`config.mk`:
```
export PLATFORM = sky130hd
export DESIGN_NAME = text_command_led_controller_unit_flat
export DESIGN_NICKNAME = d
export VERILOG_FILES = /design/src/sv/tcl_pkg.sv /design/src/sv/tcl_if.sv /design/src/sv/tcl_front.sv /design/src/sv/tcl_queue.sv /design/src/sv/tcl_back.sv /design/src/sv/text_command_led_controller_unit.sv /design/src/flat_wrapper.sv
export SDC_FILE = /design/constraint.sdc
export NUM_CORES = 1
export LEC_CHECK = 0
export BUFFER_PORTS_ARGS = -buffer_cell sky130_fd_sc_hd__buf_2
export CAP_MARGIN = 20
export CORE_UTILIZATION = 33
export CTS_CLUSTER_DIAMETER = 30
export DETAILED_ROUTE_END_ITERATION = 10
export PLACE_DENSITY_LB_ADDON = 0.3
export SYNTH_ARGS = -nofsm -noshare
export SYNTH_HDL_FRONTEND = slang
export SYNTH_SLANG_ARGS = --single-unit
```
`constraint.sdc`:
```
create_clock -name clk -period 4.91 [get_ports clk]
set_input_delay 0.982 -clock clk [delete_from_list [all_inputs] [get_ports clk]]
set_output_delay 0.982 -clock clk [all_outputs]
set_load 0.01 [all_outputs]
```
`src/sv/tcl_pkg.sv`:
```
// shared types, constants and keyword tables of the text command led controller
`default_nettype none
package tcl_pkg;

    localparam int MAX_LINE  = 29;
    localparam int LEN_W     = $clog2(MAX_LINE + 1);
    localparam int KW_COUNT  = 6;
    localparam int KW_MAXLEN = 9;
    localparam int KW_POS_W  = $clog2(KW_MAXLEN);
    localparam int TIMER_W   = 9;
    localparam int CODE_W    = 3;

    localparam logic [7:0] CH_CR = 8'h0D;
    localparam logic [7:0] CH_LF = 8'h0A;

    localparam logic [TIMER_W-1:0] SHORT_PERIOD = TIMER_W'(100);
    localparam logic [TIMER_W-1:0] LONG_PERIOD  = TIMER_W'(500);

    localparam logic [KW_COUNT-1:0] ALL_CANDIDATES = '1;

    localparam int QDEPTH = 2;
    localparam int QPTR_W = $clog2(QDEPTH);
    localparam int QCNT_W = $clog2(QDEPTH + 1);

    typedef enum logic [CODE_W-1:0] {
        CMD_ON          = 3'd0,
        CMD_OFF         = 3'd1,
        CMD_TOGGLE      = 3'd2,
        CMD_BLINK_SHORT = 3'd3,
        CMD_BLINK_LONG  = 3'd4,
        CMD_STOP        = 3'd5
    } cmd_t;

    typedef enum logic [1:0] {
        EV_NONE = 2'd0,
        EV_TICK = 2'd1,
        EV_LINE = 2'd2
    } ev_kind_t;

    // classified item handed from the front to the back
    typedef struct packed {
        ev_kind_t kind;
        cmd_t     code;
        logic     unknown;
    } event_t;

    localparam logic [7:0] KW_TEXT [KW_COUNT][KW_MAXLEN] = '{
        '{"O", "N", 8'h00, 8'h00, 8'h00, 8'h00, 8'h00, 8'h00, 8'h00},
        '{"O", "F", "F", 8'h00, 8'h00, 8'h00, 8'h00, 8'h00, 8'h00},
        '{"T", "O", "G", "G", "L", "E", 8'h00, 8'h00, 8'h00},
        '{"B", "L", "I", "N", "K", ":", "1", "0", "0"},
        '{"B", "L", "I", "N", "K", ":", "5", "0", "0"},
        '{"S", "T", "O", "P", 8'h00, 8'h00, 8'h00, 8'h00, 8'h00}
    };

    localparam logic [KW_POS_W:0] KW_LEN [KW_COUNT] = '{
        (KW_POS_W+1)'(2), (KW_POS_W+1)'(3), (KW_POS_W+1)'(6),
        (KW_POS_W+1)'(9), (KW_POS_W+1)'(9), (KW_POS_W+1)'(4)
    };

    // strike every keyword that cannot hold ch at position pos
    function automatic logic [KW_COUNT-1:0] narrow(
        input logic [KW_COUNT-1:0] cand,
        input logic [7:0]          ch,
        input logic [LEN_W-1:0]    pos
    );
        logic [KW_COUNT-1:0] res;
        res = cand;
        for (int k = 0; k < KW_COUNT; k++) begin
            if (pos >= LEN_W'(KW_LEN[k])) begin
                res[k] = 1'b0;
            end else if (KW_TEXT[k][pos[KW_POS_W-1:0]] != ch) begin
                res[k] = 1'b0;
            end
        end
        return res;
    endfunction

endpackage
`default_nettype wire

```
`src/sv/tcl_if.sv`:
```
// valid/ready channel interfaces for input items and results
`default_nettype none
interface tcl_in_if;
    logic       valid;
    logic       ready;
    logic       mode;
    logic [7:0] rx_byte;

    modport source (output valid, output mode, output rx_byte, input ready);
    modport sink   (input valid, input mode, input rx_byte, output ready);
endinterface

interface tcl_out_if;
    logic       valid;
    logic       ready;
    logic       led_level;
    logic       blink_on;
    logic       command_done;
    logic [2:0] command_code;
    logic       unknown_line;

    modport source (output valid, output led_level, output blink_on, output command_done,
                    output command_code, output unknown_line, input ready);
    modport sink   (input valid, input led_level, input blink_on, input command_done,
                    input command_code, input unknown_line, output ready);
endinterface
`default_nettype wire

```
`src/sv/tcl_front.sv`:
```
// line assembly and incremental keyword matching
`default_nettype none
module tcl_front (
    input  wire logic           clk,
    input  wire logic           rst_n,
    tcl_in_if.sink              items,
    input  wire logic           q_full,
    output tcl_pkg::event_t     push_data,
    output logic                push
);

    logic [tcl_pkg::LEN_W-1:0]    len_reg, len_next;
    logic [tcl_pkg::KW_COUNT-1:0] cand_reg, cand_next;

    assign items.ready = !q_full;
    assign push        = items.valid && items.ready;

    always_comb
    begin
        len_next            = len_reg;
        cand_next           = cand_reg;
        push_data.kind      = tcl_pkg::EV_NONE;
        push_data.code      = tcl_pkg::CMD_OFF;
        push_data.unknown   = 1'b1;
        if (items.mode) begin
            push_data.kind = tcl_pkg::EV_TICK;
        end else if (items.rx_byte == tcl_pkg::CH_CR) begin
            if (len_reg != '0) begin
                push_data.kind = tcl_pkg::EV_LINE;
                // lowest matching keyword wins
                for (int k = tcl_pkg::KW_COUNT - 1; k >= 0; k--) begin
                    if (cand_reg[k] && len_reg == tcl_pkg::LEN_W'(tcl_pkg::KW_LEN[k])) begin
                        push_data.code    = tcl_pkg::cmd_t'(tcl_pkg::CODE_W'(k));
                        push_data.unknown = 1'b0;
                    end
                end
                len_next  = '0;
                cand_next = tcl_pkg::ALL_CANDIDATES;
            end
        end else if (items.rx_byte != tcl_pkg::CH_LF) begin
            if (len_reg < tcl_pkg::LEN_W'(tcl_pkg::MAX_LINE)) begin
                cand_next = tcl_pkg::narrow(cand_reg, items.rx_byte, len_reg);
                len_next  = len_reg + tcl_pkg::LEN_W'(1);
            end else begin
                // overlong line is dropped
                len_next  = '0;
                cand_next = tcl_pkg::ALL_CANDIDATES;
            end
        end
    end

    always_ff @(posedge clk or negedge rst_n)
    begin
        if (!rst_n) begin
            len_reg  <= '0;
            cand_reg <= tcl_pkg::ALL_CANDIDATES;
        end else if (push) begin
            len_reg  <= len_next;
            cand_reg <= cand_next;
        end
    end

endmodule
`default_nettype wire

```
`src/sv/tcl_queue.sv`:
```
// two-entry queue of classified events between front and back
`default_nettype none
module tcl_queue (
    input  wire logic           clk,
    input  wire logic           rst_n,
    input  wire logic           push,
    input  wire tcl_pkg::event_t push_data,
    output logic                full,
    input  wire logic           pop,
    output tcl_pkg::event_t     pop_data,
    output logic                empty
);

    tcl_pkg::event_t             mem_reg [tcl_pkg::QDEPTH];
    logic [tcl_pkg::QPTR_W-1:0] wr_ptr_reg, rd_ptr_reg;
    logic [tcl_pkg::QCNT_W-1:0] count_reg;

    assign full     = count_reg == tcl_pkg::QCNT_W'(tcl_pkg::QDEPTH);
    assign empty    = count_reg == '0;
    assign pop_data = mem_reg[rd_ptr_reg];

    always_ff @(posedge clk)
    begin
        if (push) begin
            mem_reg[wr_ptr_reg] <= push_data;
        end
    end

    always_ff @(posedge clk or negedge rst_n)
    begin
        if (!rst_n) begin
            wr_ptr_reg <= '0;
            rd_ptr_reg <= '0;
            count_reg  <= '0;
        end else begin
            if (push) begin
                wr_ptr_reg <= wr_ptr_reg + tcl_pkg::QPTR_W'(1);
            end
            if (pop) begin
                rd_ptr_reg <= rd_ptr_reg + tcl_pkg::QPTR_W'(1);
            end
            if (push && !pop) begin
                count_reg <= count_reg + tcl_pkg::QCNT_W'(1);
            end else if (pop && !push) begin
                count_reg <= count_reg - tcl_pkg::QCNT_W'(1);
            end
        end
    end

endmodule
`default_nettype wire

```
`src/sv/tcl_back.sv`:
```
// led state, blink timer and the registered result stage
`default_nettype none
module tcl_back (
    input  wire logic           clk,
    input  wire logic           rst_n,
    input  wire logic           empty,
    input  wire tcl_pkg::event_t pop_data,
    output logic                pop,
    tcl_out_if.source           results
);

    logic                        led_reg, led_next;
    logic                        blink_reg, blink_next;
    logic                        long_reg, long_next;
    logic [tcl_pkg::TIMER_W-1:0] timer_reg, timer_next;
    logic [tcl_pkg::TIMER_W-1:0] timer_inc, period;

    logic       valid_reg;
    logic       done_reg, done_next;
    logic [2:0] code_reg, code_next;
    logic       unk_reg, unk_next;

    assign pop       = !empty && (!valid_reg || results.ready);
    assign timer_inc = timer_reg + tcl_pkg::TIMER_W'(1);
    assign period    = long_reg ? tcl_pkg::LONG_PERIOD : tcl_pkg::SHORT_PERIOD;

    always_comb
    begin
        led_next   = led_reg;
        blink_next = blink_reg;
        long_next  = long_reg;
        timer_next = timer_reg;
        done_next  = 1'b0;
        code_next  = 3'd0;
        unk_next   = 1'b0;
        case (pop_data.kind)
            tcl_pkg::EV_TICK:
            begin
                if (blink_reg) begin
                    if (timer_inc >= period) begin
                        led_next   = !led_reg;
                        timer_next = '0;
                    end else begin
                        timer_next = timer_inc;
                    end
                end
            end
            tcl_pkg::EV_LINE:
            begin
                done_next  = 1'b1;
                code_next  = pop_data.code;
                unk_next   = pop_data.unknown;
                timer_next = '0;
                unique case (pop_data.code)
                    tcl_pkg::CMD_ON:
                    begin
                        led_next   = 1'b1;
                        blink_next = 1'b0;
                    end
                    tcl_pkg::CMD_TOGGLE:
                    begin
                        led_next   = !led_reg;
                        blink_next = 1'b0;
                    end
                    tcl_pkg::CMD_BLINK_SHORT:
                    begin
                        blink_next = 1'b1;
                        long_next  = 1'b0;
                    end
                    tcl_pkg::CMD_BLINK_LONG:
                    begin
                        blink_next = 1'b1;
                        long_next  = 1'b1;
                    end
                    default:
                    begin
                        led_next   = 1'b0;
                        blink_next = 1'b0;
                    end
                endcase
            end
            default:
            begin
            end
        endcase
    end

    always_ff @(posedge clk or negedge rst_n)
    begin
        if (!rst_n) begin
            led_reg   <= 1'b0;
            blink_reg <= 1'b0;
            long_reg  <= 1'b0;
            timer_reg <= '0;
            valid_reg <= 1'b0;
        end else begin
            if (pop) begin
                led_reg   <= led_next;
                blink_reg <= blink_next;
                long_reg  <= long_next;
                timer_reg <= timer_next;
                valid_reg <= 1'b1;
            end else if (results.ready) begin
                valid_reg <= 1'b0;
            end
        end
    end

    always_ff @(posedge clk)
    begin
        if (pop) begin
            done_reg <= done_next;
            code_reg <= code_next;
            unk_reg  <= unk_next;
        end
    end

    assign results.valid        = valid_reg;
    assign results.led_level    = led_reg;
    assign results.blink_on     = blink_reg;
    assign results.command_done = done_reg;
    assign results.command_code = code_reg;
    assign results.unknown_line = unk_reg;

endmodule
`default_nettype wire

```
`src/sv/text_command_led_controller_unit.sv`:
```
// top level of the text command led controller
//
// items channel: each transaction is either a received uart byte (mode 0,
// character in rx_byte) or a one millisecond tick (mode 1).
// results channel: exactly one transaction per item, in order, giving the
// led level and blink status after that item, and for a carriage return
// that ends a non-empty line the command code and the unknown-line flag.
//
// the front assembles lines and narrows the keyword candidates by one
// character per item; classified events go through a two-entry queue to
// the back, which owns the led, the blink timer and the output register.
// an item is written into the queue, then popped into the output register;
// one item per cycle is sustained while the receiver takes results.
//
// reset turns the led off, stops blinking and starts an empty line.
// when the receiver stalls, the result holds in the output register, the
// queue fills and then items.ready drops until results are taken.
`default_nettype none
module text_command_led_controller_unit (
    input  wire logic   clk,
    input  wire logic   rst_n,
    tcl_in_if.sink      items,
    tcl_out_if.source   results
);

    tcl_pkg::event_t push_data;
    tcl_pkg::event_t pop_data;
    logic            push;
    logic            pop;
    logic            q_full;
    logic            q_empty;

    tcl_front u_front (
        .clk       (clk),
        .rst_n     (rst_n),
        .items     (items),
        .q_full    (q_full),
        .push_data (push_data),
        .push      (push)
    );

    tcl_queue u_queue (
        .clk       (clk),
        .rst_n     (rst_n),
        .push      (push),
        .push_data (push_data),
        .full      (q_full),
        .pop       (pop),
        .pop_data  (pop_data),
        .empty     (q_empty)
    );

    tcl_back u_back (
        .clk      (clk),
        .rst_n    (rst_n),
        .empty    (q_empty),
        .pop_data (pop_data),
        .pop      (pop),
        .results  (results)
    );

endmodule
`default_nettype wire

```
`src/flat_wrapper.sv`:
```
// flat-port wrapper written by rule: the top's interface ports become plain ports
module text_command_led_controller_unit_flat 
  (clk, rst_n, items_valid, items_mode, items_rx_byte, items_ready, results_valid, results_led_level, results_blink_on, results_command_done, results_command_code, results_unknown_line, results_ready);
  tcl_in_if items_i ();
  tcl_out_if results_i ();
  input  wire logic clk;
  input  wire logic rst_n;
  input wire logic [$bits(items_i.valid)-1:0] items_valid;
  input wire logic [$bits(items_i.mode)-1:0] items_mode;
  input wire logic [$bits(items_i.rx_byte)-1:0] items_rx_byte;
  output wire logic [$bits(items_i.ready)-1:0] items_ready;
  output wire logic [$bits(results_i.valid)-1:0] results_valid;
  output wire logic [$bits(results_i.led_level)-1:0] results_led_level;
  output wire logic [$bits(results_i.blink_on)-1:0] results_blink_on;
  output wire logic [$bits(results_i.command_done)-1:0] results_command_done;
  output wire logic [$bits(results_i.command_code)-1:0] results_command_code;
  output wire logic [$bits(results_i.unknown_line)-1:0] results_unknown_line;
  input wire logic [$bits(results_i.ready)-1:0] results_ready;
  assign items_i.valid = items_valid;
  assign items_i.mode = items_mode;
  assign items_i.rx_byte = items_rx_byte;
  assign items_ready = items_i.ready;
  assign results_valid = results_i.valid;
  assign results_led_level = results_i.led_level;
  assign results_blink_on = results_i.blink_on;
  assign results_command_done = results_i.command_done;
  assign results_command_code = results_i.command_code;
  assign results_unknown_line = results_i.unknown_line;
  assign results_i.ready = results_ready;
  text_command_led_controller_unit u_core (.clk(clk), .rst_n(rst_n), .items(items_i), .results(results_i));
endmodule
```
==> impl_results.md <==
- Number of diodes: 0
- Max FFs per register: 12
- Die Ht: 98.9 um
- Metal-1 WL: 3.35 mm
- Fill cells: 865
- Cell Rows: 34
- Routed length on met3: 242 um
- I/O Pins: 22
- Port bufs: 21
- Pwr dens: 495 nW/um2
- Share of layout cells above drive strength 1: 0.144
- Area after DPL: 3250 um2
- Crit-path cells: ha_1 > and3_1 > and3_1 > xor2_1 > ha_1 > a21oi_1 > nand2_1 > nor3_1 > o21a_1 > a22o_1
- Sequential element share of the synthesized area: 0.394
- Nets: 365
- CP endpoint kind: flop
- Startpoint Class: flop
- Critical Path Fanout Max: 9
- Share of flip-flops with an asynchronous set or reset: 0.622
- Total gr overflow: 0
- Routed vias: 2525
- Pins over their slew limit: 0
- Wire length per cell: 15.1 um
- Slew @ Worst Pin: 757 ps
- RSZ-0062 raised after global routing: false
- Initial DRT Pass Iterations: 4
- Mapped Area: 3100 um2
- Pleak: 1.42 nW
- Setup violators final: 0
- Post-CTS Setup Repair Bufs: 0
- Synth Register Bits: 45
- Clk buf depth: 2
- DR vias/cell: 5.64
- Slew margin rel.: 0.491
- Post-synth EDFFs: 17
- Routed wl met2: 3.11 mm
- CTS buffer count: 5
- Largest net degree at the start of global routing: 29
- TNS Setup: 0 ps
- Number of remaining DRC errors: 0
- Cts repair resizes: 0
- Antenna-violating nets left: 0
- Hold Fails Final Rpt: 0
- Max VDD drop: 193 uV
- Clock root cell: clkbuf_8
- Tmin final: 3110 ps
- TritonCTS clock tree: yes
- H-tree levels: 2
- Mapped Cells: 327
- Clock Latency Late Sink: 300 ps
- Initial antenna violation count: 0
- Mapped Nets: 353
- Initial Utilization: 0.348
- Hold Path Class: reg2reg
- Final worst clock skew: 7.98 ps
- Max-cap viol count: 0
- Die Area: 9770 um2
- YS warnings: 0
- Global-route wire length before repair: 11.6 mm
- Gr usage total: 0.148
- Critical path's slowest cell: nor3_1
- Req. time, crit path: 5160 ps
- Critical path type: reg2reg
- # hold bufs at CTS: 0
- Outcome: finished clean
- Routability cong.: 0.867
- Drt initial violations: 118
- CP arrival: 3360 ps
- Vias in the first global route: 2330
- Core ar.: 8890 um2
- Most frequent cells in the layout: nand2_1 (29), nor2_1 (27), dfrtp_1 (22), buf_2 (21), o21ai_0 (19)
- Synth-to-layout area growth: 9.18%
- Tcrit/Tclk final: 0.634
- Top Metal Used: met4
- F_max: 0.321 GHz
- Clock tree sinks: 45
- Crit path largest cell delay: 590 ps
- Die Wd: 98.9 um
- Reg clk slew, reported paths: 90 ps
- DPL Wire Length: 4.76 mm
- Final Cell Area: 3380 um2
- Commonest non-fill, non-tap cell in the layout: nand2_1
- Post-synth cell types: 68
- Synth Flop Type: dfrtp_1
- WL final: 6.78 mm
- Syn_area_per_cell: 9.47 um2
[stage by stage]
stage	power, mW	setup WS (ps)	std cells	hold slack, ps	util
after floorplan	1.18	2250	327	461	-
after global placement	1.33	1940	440	475	0.365
after detailed placement	1.34	1790	440	481	0.365
after CTS	1.68	1780	448	498	0.380
after global routing	1.81	1500	448	531	0.380
final	1.67	1800	448	496	0.380
[final timing paths]
path | from | to | slack [ps] | cells past startpoint
max in group asynchronous | rst_n | u_core.u_queue.count_reg[0] | 3780 | 1
worst max register to register | u_core.u_back.timer_reg[0] | u_core.u_back.timer_reg[7] | 1800 | 10
min in group asynchronous | rst_n | u_core.u_back.timer_reg[7] | 700 | 1
worst min register to register | u_core.u_queue.wr_ptr_reg | u_core.u_queue.wr_ptr_reg | 500 | 1
worst max-delay path | u_core.u_back.timer_reg[0] | u_core.u_back.timer_reg[7] | 1800 | 10
worst min-delay path | u_core.u_queue.wr_ptr_reg | u_core.u_queue.wr_ptr_reg | 500 | 1
[cells in the mapped netlist, types with 5 or more instances]
| master | instances | share of area |
|---|---|---|
| nand2_1 | 29 | 0.035 |
| nor2_1 | 27 | 0.033 |
| dfrtp_1 | 22 | 0.18 |
| o21ai_0 | 19 | 0.031 |
| edfxtp_1 | 17 | 0.16 |
| inv_1 | 14 | 0.017 |
| ha_1 | 13 | 0.053 |
| nand3_1 | 10 | 0.016 |
| a21oi_1 | 9 | 0.015 |
| mux2i_1 | 9 | 0.029 |
| nand2b_1 | 8 | 0.016 |
| xnor2_1 | 8 | 0.023 |
| xor2_1 | 8 | 0.023 |
| clkbuf_1 | 7 | 0.0085 |
| dfstp_2 | 6 | 0.051 |
| nor3_1 | 6 | 0.0097 |
| o31ai_1 | 6 | 0.015 |
| and3_1 | 5 | 0.010 |
[layout make-up]
class / count / area, um2 / share of cell area
Multi-Input combinational cell: 252 / 1730 / 0.513
Timing Repair Buffer: 21 / 105 / 0.0311
Clock inverter: 3 / 65.1 / 0.0193
Sequential cell: 45 / 1220 / 0.361
Clock buffer: 5 / 68.8 / 0.0204
Inverter: 14 / 52.6 / 0.0155
Tap cell: 108 / 135 / 0.0400
[report_power, final]
part           switching [mW]  leakage [nW]  internal [mW]
clock network           0.130        0.0681          0.202
registers               0.161         0.498          0.498
logic                   0.386         0.851          0.294
total                   0.678          1.42          0.994
[logic make-up after synthesis]
kind of cell | count (synthesis) | share of synthesized area
simple gates | 125 | 0.221
buf+inv | 30 | 0.0461
fa+ha+maj | 13 | 0.0525
compound gates | 87 | 0.205
xor+xnor | 16 | 0.0453
flops | 45 | 0.394
mux | 11 | 0.0364
[routing by layer]
metal | global-route usage | up-vias
met5 | 0 | -
met2 | 0.242 | 73
met1 | 0.203 | 1203
li1 | - | 1242
met4 | 0.0425 | 0
met3 | 0.0213 | 7
[worst max-delay path: cells and delay by family (launching register included)]
kind	cells	cell delay [ps]
compound gates	3	650
xor+xnor	1	190
fa+ha+maj	2	630
flops	1	490
simple gates	4	1110
Power figures use the tool's default switching activity.
